--- config.mk ---
export PLATFORM = sky130hd
export DESIGN_NAME = sbus_frame_encoder_with_scaling_unit
export DESIGN_NICKNAME = d
export VERILOG_FILES = /design/src/rtl/sfe_pkg.sv /design/src/rtl/sfe_scale.sv /design/src/rtl/sbus_frame_encoder_with_scaling_unit.sv
export VERILOG_INCLUDE_DIRS = /design/src /design/src/rtl
export SDC_FILE = /design/constraint.sdc
export NUM_CORES = 2
export LEC_CHECK = 0
export ABC_AREA = 1
export BUFFER_PORTS_ARGS = -buffer_cell sky130_fd_sc_hd__buf_2
export CORE_ASPECT_RATIO = 0.7
export CORE_MARGIN = 5
export CORE_UTILIZATION = 51
export DETAILED_ROUTE_END_ITERATION = 8
export PLACE_DENSITY = 0.67
export SETUP_SLACK_MARGIN = 0.2
export SYNTH_ARGS = -nofsm -noshare
export SYNTH_HDL_FRONTEND = slang
export SYNTH_SLANG_ARGS = --single-unit
--- constraint.sdc ---
create_clock -name clk_i -period 9.8 [get_ports clk_i]
set_clock_uncertainty 0.2 [all_clocks]
set_input_delay 1.47 -clock clk_i [delete_from_list [all_inputs] [get_ports clk_i]]
set_output_delay 1.47 -clock clk_i [all_outputs]
set_load 0.005 [all_outputs]
--- src/rtl/assert_macros.svh ---
// ---------------------------------------------------------------------------
// Assertion macros
// Clocked on clk_i; checking is suspended while rst_ni is low.
// ---------------------------------------------------------------------------
`ifndef ASSERT_MACROS_SVH
`define ASSERT_MACROS_SVH
`ifndef NO_ASSERTIONS
`define SFE_ASSERT(lbl, prop) \
  lbl: assert property (@(posedge clk_i) disable iff (!rst_ni) prop) \
    else $error("assertion failed");
`define SFE_ASSERT_NEVER(lbl, expr) \
  lbl: assert property (@(posedge clk_i) disable iff (!rst_ni) !(expr)) \
    else $error("forbidden condition seen");
`else
`define SFE_ASSERT(lbl, prop)
`define SFE_ASSERT_NEVER(lbl, expr)
`endif
`endif

--- src/rtl/sfe_pkg.sv ---
// ---------------------------------------------------------------------------
// SBUS frame encoder package
// Constants, types and the microcode table of the frame sequencer.
// ---------------------------------------------------------------------------
package sfe_pkg;

  localparam int NUM_CHANNELS = 16;
  localparam int CH_W         = 11;
  localparam int CH_IDX_W     = 4;
  localparam int FRAME_BYTES  = 25;
  localparam int PACKED_BYTES = 22;

  localparam logic [7:0]        SBUS_HEADER = 8'h0F;
  localparam logic [7:0]        SBUS_END    = 8'h00;
  localparam logic [CH_W-1:0]   RESET_LOW   = 11'd172;
  localparam logic [CH_W-1:0]   RESET_HIGH  = 11'd1811;
  localparam logic signed [7:0] POS_LIMIT   = 8'sd100;

  // x / 200 == (x >> 3) / 25; (y * DIV_RECIP) >> DIV_SHIFT is exact for y < 2^16
  localparam logic [19:0] DIV_RECIP = 20'd671089;
  localparam int          DIV_SHIFT = 24;

  typedef enum logic [1:0] {
    OP_SET_POS   = 2'd0,
    OP_SET_RANGE = 2'd1,
    OP_FRAME     = 2'd2,
    OP_NONE      = 2'd3
  } op_e;

  typedef enum logic [3:0] {
    UPC_IDLE    = 4'd0,
    UPC_SC_PREP = 4'd1,
    UPC_SC_MUL  = 4'd2,
    UPC_SC_DIV  = 4'd3,
    UPC_SC_WR   = 4'd4,
    UPC_RNG_WR  = 4'd5,
    UPC_HDR     = 4'd6,
    UPC_PACK    = 4'd7,
    UPC_FLAGS   = 4'd8,
    UPC_END     = 4'd9
  } upc_e;

  typedef enum logic [2:0] {
    UOP_NOP,
    UOP_SC_PREP,
    UOP_SC_MUL,
    UOP_SC_DIV,
    UOP_SC_WR,
    UOP_RNG_WR,
    UOP_EMIT
  } uop_e;

  typedef enum logic [1:0] {
    SRC_HEADER,
    SRC_PACK,
    SRC_FLAGS,
    SRC_END
  } src_e;

  typedef enum logic [1:0] {
    JMP_GOTO,
    JMP_DISPATCH,
    JMP_LOOP
  } jmp_e;

  typedef struct packed {
    uop_e uop;
    src_e src;
    logic last;
    jmp_e jmp;
    upc_e target;
  } ucode_t;

  typedef struct packed {
    logic prep;
    logic mul;
    logic div;
  } scale_ctl_t;

  function automatic ucode_t ucode_word(uop_e uop, src_e src, logic last, jmp_e jmp,
                                        upc_e target);
    ucode_t w;
    w.uop    = uop;
    w.src    = src;
    w.last   = last;
    w.jmp    = jmp;
    w.target = target;
    return w;
  endfunction

  function automatic ucode_t ucode_rom(upc_e upc);
    ucode_t w;
    unique case (upc)
      UPC_IDLE:    w = ucode_word(UOP_NOP,     SRC_END,    1'b0, JMP_DISPATCH, UPC_IDLE);
      UPC_SC_PREP: w = ucode_word(UOP_SC_PREP, SRC_END,    1'b0, JMP_GOTO,     UPC_SC_MUL);
      UPC_SC_MUL:  w = ucode_word(UOP_SC_MUL,  SRC_END,    1'b0, JMP_GOTO,     UPC_SC_DIV);
      UPC_SC_DIV:  w = ucode_word(UOP_SC_DIV,  SRC_END,    1'b0, JMP_GOTO,     UPC_SC_WR);
      UPC_SC_WR:   w = ucode_word(UOP_SC_WR,   SRC_END,    1'b0, JMP_GOTO,     UPC_IDLE);
      UPC_RNG_WR:  w = ucode_word(UOP_RNG_WR,  SRC_END,    1'b0, JMP_GOTO,     UPC_IDLE);
      UPC_HDR:     w = ucode_word(UOP_EMIT,    SRC_HEADER, 1'b0, JMP_GOTO,     UPC_PACK);
      UPC_PACK:    w = ucode_word(UOP_EMIT,    SRC_PACK,   1'b0, JMP_LOOP,     UPC_FLAGS);
      UPC_FLAGS:   w = ucode_word(UOP_EMIT,    SRC_FLAGS,  1'b0, JMP_GOTO,     UPC_END);
      UPC_END:     w = ucode_word(UOP_EMIT,    SRC_END,    1'b1, JMP_GOTO,     UPC_IDLE);
      default:     w = ucode_word(UOP_NOP,     SRC_END,    1'b0, JMP_GOTO,     UPC_IDLE);
    endcase
    return w;
  endfunction

endpackage

--- src/rtl/sfe_scale.sv ---
// ---------------------------------------------------------------------------
// Position scaler
// Three-stage datapath: saturate and span, multiply, divide by 200.
// ---------------------------------------------------------------------------
module sfe_scale (
  input  logic                           clk_i,
  input  logic                           rst_ni,
  input  sfe_pkg::scale_ctl_t            ctl_i,
  input  logic signed [7:0]              position_i,
  input  logic [sfe_pkg::CH_W-1:0]       low_i,
  input  logic [sfe_pkg::CH_W-1:0]       high_i,
  output logic [sfe_pkg::CH_W-1:0]       value_o
);

  logic signed [7:0]          pos_sat;
  logic [7:0]                 span_d, span_q;
  logic signed [11:0]         diff_d, diff_q;
  logic [sfe_pkg::CH_W-1:0]   low_q;
  logic signed [20:0]         prod;
  logic [18:0]                mag_d, mag_q;
  logic                       neg_d, neg_q;
  logic [35:0]                recip_prod;
  logic [sfe_pkg::CH_W-1:0]   quo_d, quo_q;

  always_comb begin
    if (position_i > sfe_pkg::POS_LIMIT) begin
      pos_sat = sfe_pkg::POS_LIMIT;
    end else if (position_i < -sfe_pkg::POS_LIMIT) begin
      pos_sat = -sfe_pkg::POS_LIMIT;
    end else begin
      pos_sat = position_i;
    end
    span_d = 8'(pos_sat + sfe_pkg::POS_LIMIT);
    diff_d = $signed({1'b0, high_i}) - $signed({1'b0, low_i});
  end

  always_comb begin
    prod  = $signed({1'b0, span_q}) * diff_q;
    neg_d = prod[20];
    mag_d = neg_d ? 19'(-prod) : 19'(prod);
  end

  always_comb begin
    recip_prod = 36'(mag_q[18:3]) * 36'(sfe_pkg::DIV_RECIP);
    quo_d      = recip_prod[sfe_pkg::DIV_SHIFT +: sfe_pkg::CH_W];
  end

  always_ff @(posedge clk_i or negedge rst_ni) begin
    if (!rst_ni) begin
      span_q <= '0;
      diff_q <= '0;
      low_q  <= '0;
      mag_q  <= '0;
      neg_q  <= 1'b0;
      quo_q  <= '0;
    end else begin
      if (ctl_i.prep) begin
        span_q <= span_d;
        diff_q <= diff_d;
        low_q  <= low_i;
      end
      if (ctl_i.mul) begin
        mag_q <= mag_d;
        neg_q <= neg_d;
      end
      if (ctl_i.div) begin
        quo_q <= quo_d;
      end
    end
  end

  assign value_o = neg_q ? (low_q - quo_q) : (low_q + quo_q);

endmodule

--- src/rtl/sbus_frame_encoder_with_scaling_unit.sv ---
// ---------------------------------------------------------------------------
// SBUS frame encoder with scaling
// Sixteen scaled channels packed into 25-byte SBUS frames, microcoded.
// ---------------------------------------------------------------------------
// Input channel: in_valid_i/in_ready_o carry one command per transfer: op 0
// scales a stick position into a channel value, op 1 loads a channel's
// range, op 2 emits a frame, op 3 is dropped. in_ready_o is high only while
// the microcode sequencer sits at its idle step.
// Output channel: out_valid_o/out_ready_i carry one frame byte per transfer,
// last_byte_o marks byte 25. The output register lets the sequencer load the
// next byte in the cycle the current one is taken, so a frame streams at one
// byte per cycle while out_ready_i is high. A frame command moves the
// sequencer to its header step, which loads the first byte. Op 0 runs four
// microcode steps through the shared multiplier datapath, op 1 the range
// write step, op 2 the emit steps; a stall holds the byte and freezes the step.
// Reset: channel values clear to 0, ranges return to 172..1811, the flags
// register clears and the sequencer returns to idle.
// cfg_we_i writes the 4-bit flags register; write it while idle.
// ---------------------------------------------------------------------------
`include "assert_macros.svh"

module sbus_frame_encoder_with_scaling_unit (
  input  logic                                clk_i,
  input  logic                                rst_ni,
  input  logic                                in_valid_i,
  output logic                                in_ready_o,
  input  logic [1:0]                          op_i,
  input  logic [sfe_pkg::CH_IDX_W-1:0]        channel_i,
  input  logic signed [7:0]                   position_i,
  input  logic [sfe_pkg::CH_W-1:0]            range_min_i,
  input  logic [sfe_pkg::CH_W-1:0]            range_max_i,
  output logic                                out_valid_o,
  input  logic                                out_ready_i,
  output logic [7:0]                          frame_byte_o,
  output logic                                last_byte_o,
  input  logic                                cfg_we_i,
  input  logic [3:0]                          cfg_wdata_i
);

  sfe_pkg::upc_e              upc_d, upc_q;
  sfe_pkg::ucode_t            cw;
  sfe_pkg::scale_ctl_t        scale_ctl;
  logic                       stall;
  logic                       emit_fire;
  logic                       in_fire;

  logic [sfe_pkg::CH_IDX_W-1:0] ch_q;
  logic signed [7:0]          pos_q;
  logic [sfe_pkg::CH_W-1:0]   rmin_q, rmax_q;
  logic [3:0]                 flags_q;

  logic [sfe_pkg::CH_W-1:0]   chan_val_q [sfe_pkg::NUM_CHANNELS];
  logic [sfe_pkg::CH_W-1:0]   chan_lo_q  [sfe_pkg::NUM_CHANNELS];
  logic [sfe_pkg::CH_W-1:0]   chan_hi_q  [sfe_pkg::NUM_CHANNELS];
  logic [sfe_pkg::CH_W-1:0]   scaled;

  logic [17:0]                pk_buf_d, pk_buf_q;
  logic [4:0]                 pk_cnt_d, pk_cnt_q;
  logic [sfe_pkg::CH_IDX_W-1:0] pk_ptr_d, pk_ptr_q;
  logic [4:0]                 pk_loop_d, pk_loop_q;
  logic [17:0]                pk_merged;
  logic [4:0]                 pk_cnt_m;
  logic                       pk_need;
  logic                       pk_done;

  logic [7:0]                 byte_d;
  logic                       out_valid_d, out_valid_q;
  logic [7:0]                 out_byte_q;
  logic                       out_last_q;

  assign cw         = sfe_pkg::ucode_rom(upc_q);
  assign in_ready_o = (cw.jmp == sfe_pkg::JMP_DISPATCH);
  assign in_fire    = in_valid_i && in_ready_o;
  assign stall      = (cw.uop == sfe_pkg::UOP_EMIT) && out_valid_q && !out_ready_i;
  assign emit_fire  = (cw.uop == sfe_pkg::UOP_EMIT) && !stall;
  assign pk_done    = (pk_loop_q == 5'(sfe_pkg::PACKED_BYTES - 1));

  // next step
  always_comb begin
    upc_d = upc_q;
    unique case (cw.jmp)
      sfe_pkg::JMP_DISPATCH: begin
        if (in_valid_i) begin
          unique case (sfe_pkg::op_e'(op_i))
            sfe_pkg::OP_SET_POS:   upc_d = sfe_pkg::UPC_SC_PREP;
            sfe_pkg::OP_SET_RANGE: upc_d = sfe_pkg::UPC_RNG_WR;
            sfe_pkg::OP_FRAME:     upc_d = sfe_pkg::UPC_HDR;
            sfe_pkg::OP_NONE:      upc_d = sfe_pkg::UPC_IDLE;
            default:               upc_d = sfe_pkg::UPC_IDLE;
          endcase
        end
      end
      sfe_pkg::JMP_GOTO: begin
        if (!stall) begin
          upc_d = cw.target;
        end
      end
      sfe_pkg::JMP_LOOP: begin
        if (!stall && pk_done) begin
          upc_d = cw.target;
        end
      end
      default: upc_d = sfe_pkg::UPC_IDLE;
    endcase
  end

  // step decode
  always_comb begin
    scale_ctl.prep = (cw.uop == sfe_pkg::UOP_SC_PREP);
    scale_ctl.mul  = (cw.uop == sfe_pkg::UOP_SC_MUL);
    scale_ctl.div  = (cw.uop == sfe_pkg::UOP_SC_DIV);
  end

  sfe_scale u_scale (
    .clk_i      (clk_i),
    .rst_ni     (rst_ni),
    .ctl_i      (scale_ctl),
    .position_i (pos_q),
    .low_i      (chan_lo_q[ch_q]),
    .high_i     (chan_hi_q[ch_q]),
    .value_o    (scaled)
  );

  // bit packer: top up with the next channel when fewer than eight bits wait
  always_comb begin
    pk_need   = (pk_cnt_q < 5'd8);
    pk_merged = pk_need ? (pk_buf_q | (18'(chan_val_q[pk_ptr_q]) << pk_cnt_q)) : pk_buf_q;
    pk_cnt_m  = pk_need ? (pk_cnt_q + 5'd11) : pk_cnt_q;
    pk_buf_d  = pk_buf_q;
    pk_cnt_d  = pk_cnt_q;
    pk_ptr_d  = pk_ptr_q;
    pk_loop_d = pk_loop_q;
    if (emit_fire && (cw.src == sfe_pkg::SRC_HEADER)) begin
      pk_buf_d  = '0;
      pk_cnt_d  = '0;
      pk_ptr_d  = '0;
      pk_loop_d = '0;
    end else if (emit_fire && (cw.src == sfe_pkg::SRC_PACK)) begin
      pk_buf_d  = pk_merged >> 8;
      pk_cnt_d  = pk_cnt_m - 5'd8;
      pk_ptr_d  = pk_need ? (pk_ptr_q + 4'd1) : pk_ptr_q;
      pk_loop_d = pk_done ? 5'd0 : (pk_loop_q + 5'd1);
    end
  end

  always_comb begin
    case (cw.src)
      sfe_pkg::SRC_HEADER: byte_d = sfe_pkg::SBUS_HEADER;
      sfe_pkg::SRC_PACK:   byte_d = pk_merged[7:0];
      sfe_pkg::SRC_FLAGS:  byte_d = {4'b0000, flags_q};
      default:             byte_d = sfe_pkg::SBUS_END;
    endcase
    if (emit_fire) begin
      out_valid_d = 1'b1;
    end else if (out_ready_i) begin
      out_valid_d = 1'b0;
    end else begin
      out_valid_d = out_valid_q;
    end
  end

  always_ff @(posedge clk_i or negedge rst_ni) begin
    if (!rst_ni) begin
      upc_q       <= sfe_pkg::UPC_IDLE;
      out_valid_q <= 1'b0;
      flags_q     <= '0;
      pk_buf_q    <= '0;
      pk_cnt_q    <= '0;
      pk_ptr_q    <= '0;
      pk_loop_q   <= '0;
      for (int i = 0; i < sfe_pkg::NUM_CHANNELS; i++) begin
        chan_val_q[i] <= '0;
        chan_lo_q[i]  <= sfe_pkg::RESET_LOW;
        chan_hi_q[i]  <= sfe_pkg::RESET_HIGH;
      end
    end else begin
      upc_q       <= upc_d;
      out_valid_q <= out_valid_d;
      pk_buf_q    <= pk_buf_d;
      pk_cnt_q    <= pk_cnt_d;
      pk_ptr_q    <= pk_ptr_d;
      pk_loop_q   <= pk_loop_d;
      if (cfg_we_i) begin
        flags_q <= cfg_wdata_i;
      end
      if (cw.uop == sfe_pkg::UOP_SC_WR) begin
        chan_val_q[ch_q] <= scaled;
      end
      if (cw.uop == sfe_pkg::UOP_RNG_WR) begin
        chan_lo_q[ch_q] <= rmin_q;
        chan_hi_q[ch_q] <= rmax_q;
      end
    end
  end

  always_ff @(posedge clk_i) begin
    if (in_fire) begin
      ch_q   <= channel_i;
      pos_q  <= position_i;
      rmin_q <= range_min_i;
      rmax_q <= range_max_i;
    end
    if (emit_fire) begin
      out_byte_q <= byte_d;
      out_last_q <= cw.last;
    end
  end

  assign out_valid_o  = out_valid_q;
  assign frame_byte_o = out_byte_q;
  assign last_byte_o  = out_last_q;

  `SFE_ASSERT(a_last_is_end, (out_valid_o && last_byte_o) |-> (frame_byte_o == sfe_pkg::SBUS_END))
  `SFE_ASSERT(a_pack_drained, (upc_q == sfe_pkg::UPC_FLAGS) |-> ((pk_cnt_q == 5'd0) && (pk_ptr_q == 4'd0)))
  `SFE_ASSERT(a_frame_starts, (in_fire && (op_i == sfe_pkg::OP_FRAME)) |=> (upc_q == sfe_pkg::UPC_HDR))
  `SFE_ASSERT_NEVER(a_loop_range, (upc_q == sfe_pkg::UPC_PACK) && (pk_loop_q > 5'(sfe_pkg::PACKED_BYTES - 1)))

endmodule

-- Yosys cells after proc, flatten, opt, wreduce, memory -nomap -nowiden
Memories as Yosys holds them, arrays and structs flattened.
Index checks and enable logic that the tools add are counted.
- input bits: 45
- output and inout bits: 11
- bits in latches: 0
- memory bits (writable): 0
- word-level logic and storage cells: 162
- register bits: 674
- bits in read-only memories: 192
- memories kept: 1
- memory list (memory ; words ; width ; rd ports ; clocked after memory_dff ; wr ports ; RTL line ; text):
    (name not given) ; 16 ; 12 ; 1 ; 0 ; 0 ; sfe_pkg.sv:93 ; unique case (upc)
- multiply operators: 2
- muxes and demuxes: 38
- reduce and logical (&&, ||, !) cells: 18
- order comparisons: 6
- add/subtract/negate cells: 9
- equality and inequality tests: 17
- shift operators: 1
- divide/modulo/power cells: 0
- bitwise logic cells: 3
- operator list (cell ; number):
    bitwise mux 176 bit ; 3
    binary-select mux 11 bit (select 4 bit) ; 3
    two-way mux 11 bit ; 8
    two-way mux 18 bit ; 3
    demux 11 bit (select 4 bit) ; 1
    multiplier 16 x 20 -> 35 bit (second input constant) ; 1
    two-way mux 5 bit ; 6
    two-way mux 4 bit ; 6
    one-hot mux 8 bit (3 select lines) ; 1
    multiplier 9 x 12 -> 21 bit ; 1
    two-way mux 19 bit ; 1
    negator 19 bit ; 1
    bitwise OR 18 bit ; 1
    left shift 11 x 5 -> 18 bit ; 1
    two-way mux 8 bit ; 2
    one-hot mux 4 bit (4 select lines) ; 1
    one-hot mux 4 bit (3 select lines) ; 1
    subtractor 11 x 11 -> 12 bit ; 1
    adder 11 bit ; 1
    subtractor 11 bit ; 1
    >= comparator 5 bit (second input constant) ; 2
    NOT 4 -> 5 bit ; 2
    equality test 3 bit (second input constant) ; 3
    adder 8 bit (second input constant) ; 1
    other kinds (21) ; 42

-- Logic depth before layout (Yosys ltp)
- word-level depth: 9
- depth in mapped cells: 29
- mapped depth without buffers: 27

-- Hierarchy
Synthesis repeated with hierarchy kept, for this count alone.
- cell total of the unflattened synthesis: 4783
- area total of the unflattened synthesis: 40706.5 um^2
- modules (own cells, without submodules) (module ; area an instance (um^2) ; instances ; cells each):
    sbus_frame_encoder_with_scaling_unit ; 27487.6 ; 1 ; 3069
    sfe_scale ; 13218.9 ; 1 ; 1714

-- Worst setup path after synthesis
No wires, ideal clock.
- kind: reg-to-reg
- from: register u_scale.mag_q[8]
- to: register u_scale.quo_q[3] (netlist name)
- setup slack: 4503 ps
- required time: 9483 ps
- arrival: 4979 ps
- stages on the path, launching flop included: 21
- cell sequence: dfrtp_1 inv_1 fa_1 fa_1 fa_1 inv_1 fa_1 fa_1 inv_1 fa_1 inv_1 ha_1 nand2_1 inv_1 a21oi_1 o21ai_0 nand3_1 nand3_1 or2_2 nand3_1 nand2_1
- longest elaborated chain between the ends: 1
- ends and longest elaborated chain (what ; RTL line ; text):
    start: declaration ; sfe_scale.sv:20 ; logic [18:0] mag_d, mag_q;
    start signal: assignment ; sfe_scale.sv:63 ; mag_q <= mag_d;
    multiplier 16 x 20 -> 35 bit ; sfe_scale.sv:44 ; recip_prod = 36'(mag_q[18:3]) * 36'(sfe_pkg::DIV_RECIP);
    end signal: assignment ; sfe_scale.sv:67 ; quo_q <= quo_d;
    end: declaration ; sfe_scale.sv:23 ; logic [sfe_pkg::CH_W-1:0] quo_d, quo_q;
Every way passes these cells.
A chain may end at the register's enable or synchronous reset.

-- Worst setup path in the final report
- from: register u_scale.mag_q[7]
- to: register u_scale.quo_q[9] (netlist name)
The elaborated chain is that of the path after synthesis.

==> impl_results.md <==
* Post-route ant nets at 0
* Leading area contributor after synthesis: dfrtp_1
* Drt wl/cell at 18.3 um
* CP cell instances: inv_1 -> fa_1 -> fa_1 -> fa_1 -> inv_1 -> fa_1 -> fa_1 -> inv_1 -> fa_1 -> inv_1 -> ha_1 -> nand2_1 -> nor2_1 -> nand2_1 -> o21ai_0 -> nand3_1 -> nand2_1 -> nand2_1 -> nand3_1 -> nand2_1
* Worst path top cell family by delay: adder cells
* Vias in the first global route at 30,329
* Vias per inst at 5.53
* Reg clk slew, reported paths at 0.07 ns
* CP peak stage delay at 0.63 ns
* Max-cap violations at 0
* Post-Syn Area at 0.0401 mm2
* Post-CTS Hold Buffers at 0
* Asr flop ratio synth at 0.935
* Final global-route overflow total at 0
* First-pass GRT wire length at 171,000 um
* TritonRoute pass-1 iters at 6
* Most frequent cells after synthesis: nand2_1, inv_1, o21ai_0
* Die height at 245 um
* EDFF count, synth at 43
* Achievable frequency at 0.174 GHz
* Post-Synth XOR/XNOR Area at 0.0107
* # DRC at 0
* RSZ-0062 raised after global routing: no
* Synth Flop Type: dfrtp_1
* Starting Density at 0.512
* Crit share post-route at 0.587
* CTS tree: yes
* Post-synth net total at 5,149
* Slowest-stage cell, CP: fa_1
* Starting DRC count in detailed routing at 2,953
* Maximum buffer depth of the clock tree at 3
* Largest family of logic cells by synthesized area: simple AND/OR/NAND/NOR gates
* CP Capture Type: register
* Post-synthesis adder-cell area fraction at 0.156
* Dpl hpwl at 67,700 um
* CTS sink cnt at 663
* Ranking of synthesized cells by area: dfrtp_1, nand2_1, dfstp_2
* Post-Synth Simple-Gate Area at 0.180
* TNS Setup at 0 ns
* CTS Buf Count at 67
* R2R cell count at 20
* Area delta synth->final at 7.88%
* Max_slew headroom at 0.196
* Syn avg cell area at 8.51 um2
* Synth top area share at 0.287
* R2r startpoint: u_scale.mag_q[7]$_DFFE_PN0N_
* Die Width at 345 um
* Slew Limit Fails at 0
* Crit path launch: u_scale.mag_q[7]$_DFFE_PN0N_
* Site row count at 86
* CP Max Fanout at 7
* Hold Path Class: reg2reg
* Status: finished clean
* Setup Buffers After CTS at 0
* IO Port Bufs at 55
* Register area share after synthesis at 0.424
* WHS Endpoint: chan_hi_q[54]$_DFFE_PN1P_
* Min Tclk post-route at 5.75 ns
* Post-CTS sizing at 0
* Routability Congestion at 0.899
* Yosys cell types at 54
* Cell with the most instances after synthesis: nand2_1
* Core box area at 0.0783 mm2
* Class of the most critical setup path: reg2reg
* Worst Path Arrival at 6.06 ns
* Hold path cells at 2
* Synth warn at 0
* Buf/Inv on CP at 4
* Hold Vio Cnt, Final at 0
* Cells after Synth at 4,712
* GRT Overall Usage at 0.249
* Worst-Margin Slew at 1.20 ns
* CP most frequent cell: fa_1
* Post-synthesis mux area share at 0.00112
* Worst skew pair latency at 0.63 ns
* Final nets at 5,055
* Proportion of layout cells with a drive suffix above 1 at 0.0905
* Worst EP required at 10.11 ns
* CP startpoint kind: register
* Antenna fix cells at 0
* Post-synthesis compound-gate area fraction at 0.140
* Routed via count at 31,665
* Worst hold start: chan_hi_q[54]$_DFFE_PN1P_
* Antenna violations before repair at 1
* Routed Wire Length at 105,000 um
* Largest net degree at the start of global routing at 182
* I/O pin count at 56
* Reg-to-reg setup timing slack at 4.05 ns
* Synth Register Bits at 663
* DIE AREA at 0.0845 mm2
* Worst reg2reg path endpoint: u_scale.quo_q[9]$_DFFE_PN0N_
* CTS H-tree depth at 3
* Final setup vio count at 0
* Clock root cell: clkbuf_16
==> how the worst max path moves through the flow <==
stage,endpoint,slack [ns],cells past startpoint
2_1_floorplan,u_scale.quo_q[3]$_DFFE_PN0N_,4.50,20
3_3_place_gp,u_scale.quo_q[9]$_DFFE_PN0N_,4.12,20
3_5_place_dp,u_scale.quo_q[9]$_DFFE_PN0N_,4.05,20
4_1_cts,u_scale.quo_q[9]$_DFFE_PN0N_,4.04,20
5_1_grt,u_scale.diff_q[11]$_DFFE_PN0N_,3.62,19
6_report,u_scale.quo_q[9]$_DFFE_PN0N_,4.05,20
==> final cells by class <==
type | count | area [um2]
fill | 7277 | 35100
multi-input combinational | 3154 | 19600
sequential | 663 | 17000
inverter | 642 | 2410
clock buffer | 99 | 1960
tap | 1056 | 1320
timing repair buffer | 90 | 586
clock inverter | 25 | 364
==> state kept, by name, indices dropped and copies added, names as in the netlist, named ones only <==
name,flops
chan_hi_q,176
chan_lo_q,176
chan_val_q,176
u_scale.mag_q,16
u_scale.diff_q,12
rmax_q,11
rmin_q,11
u_scale.low_q,11
u_scale.quo_q,11
pk_buf_q,10
frame_byte_o,8
pos_q,8
u_scale.span_q,8
pk_cnt_q,5
pk_loop_q,5
ch_q,4
flags_q,4
pk_ptr_q,4
upc_q,3
last_byte_o,1
out_valid_o,1
u_scale.neg_q,1
==> through the flow <==
stage	worst slack [ns]	instance area, um2	util	hold WS (ns)	instances
6_report	4.05	43300	0.553	0.274	5729
5_1_grt	3.62	43300	0.553	0.282	5729
4_1_cts	4.04	43300	0.553	0.274	5729
3_5_place_dp	4.05	41000	0.523	0.260	5605
3_3_place_gp	4.12	41000	0.523	0.259	5605
2_1_floorplan	4.50	40100	-	0.244	4712
==> cell usage in the layout (no fill, tap or decap), types with 8 or more instances in the layout <==
| master | n |
|---|---|
| a22oi_1 | 90 |
| nand2_4 | 12 |
| edfxtp_1 | 43 |
| ha_1 | 213 |
| nand3_1 | 363 |
| nand4_1 | 15 |
| o21a_1 | 8 |
| nor2_4 | 8 |
| nor2_1 | 109 |
| clkbuf_16 | 68 |
| a21oi_1 | 121 |
| inv_1 | 633 |
| o211ai_1 | 53 |
| fa_1 | 179 |
| nand2_1 | 1121 |
| xnor2_1 | 19 |
| or4_1 | 9 |
| buf_2 | 54 |
| nand2_2 | 18 |
| clkbuf_1 | 17 |
| o21ai_0 | 486 |
| buf_4 | 32 |
| xor2_1 | 30 |
| a31oi_1 | 89 |
| nor3_1 | 14 |
| dfstp_2 | 160 |
| clkbuf_8 | 14 |
| o21ai_1 | 132 |
| nor4_1 | 8 |
| dfrtp_1 | 458 |
==> worst reg2reg max path: stages (launching register included) <==
cell     delay (ns)
dfrtp_1        0.55
inv_1          0.16
fa_1           0.63
fa_1           0.46
fa_1           0.51
inv_1          0.05
fa_1           0.46
fa_1           0.54
inv_1          0.05
fa_1           0.53
inv_1          0.04
ha_1           0.33
nand2_1        0.08
nor2_1         0.22
nand2_1        0.07
o21ai_0        0.33
nand3_1        0.16
nand2_1        0.10
nand2_1        0.05
nand3_1        0.06
nand2_1        0.05
==> kinds of logic (layout without fill, tap and decap cells) <==
kind of cell	Yosys count	after routing
buf+inv	895	856
fa+ha+maj	392	392
compound gates	1008	1008
simple gates	1701	1701
flops	663	663
mux	4	4
xor+xnor	49	49
==> routing by layer <==
layer / vias up / GRT usage / share of wire
met1: 15303 / 0.397 / 0.50
met5: - / 0 / 0
met2: 1030 / 0.353 / 0.41
met3: 123 / 0.0476 / 0.077
li1: 15209 / - / -
met4: 0 / 0.0516 / 0.018
Power is left out: the tool's default activity adds up to more than one toggle a clock period on the data nets, which glitch-free logic cannot reach.
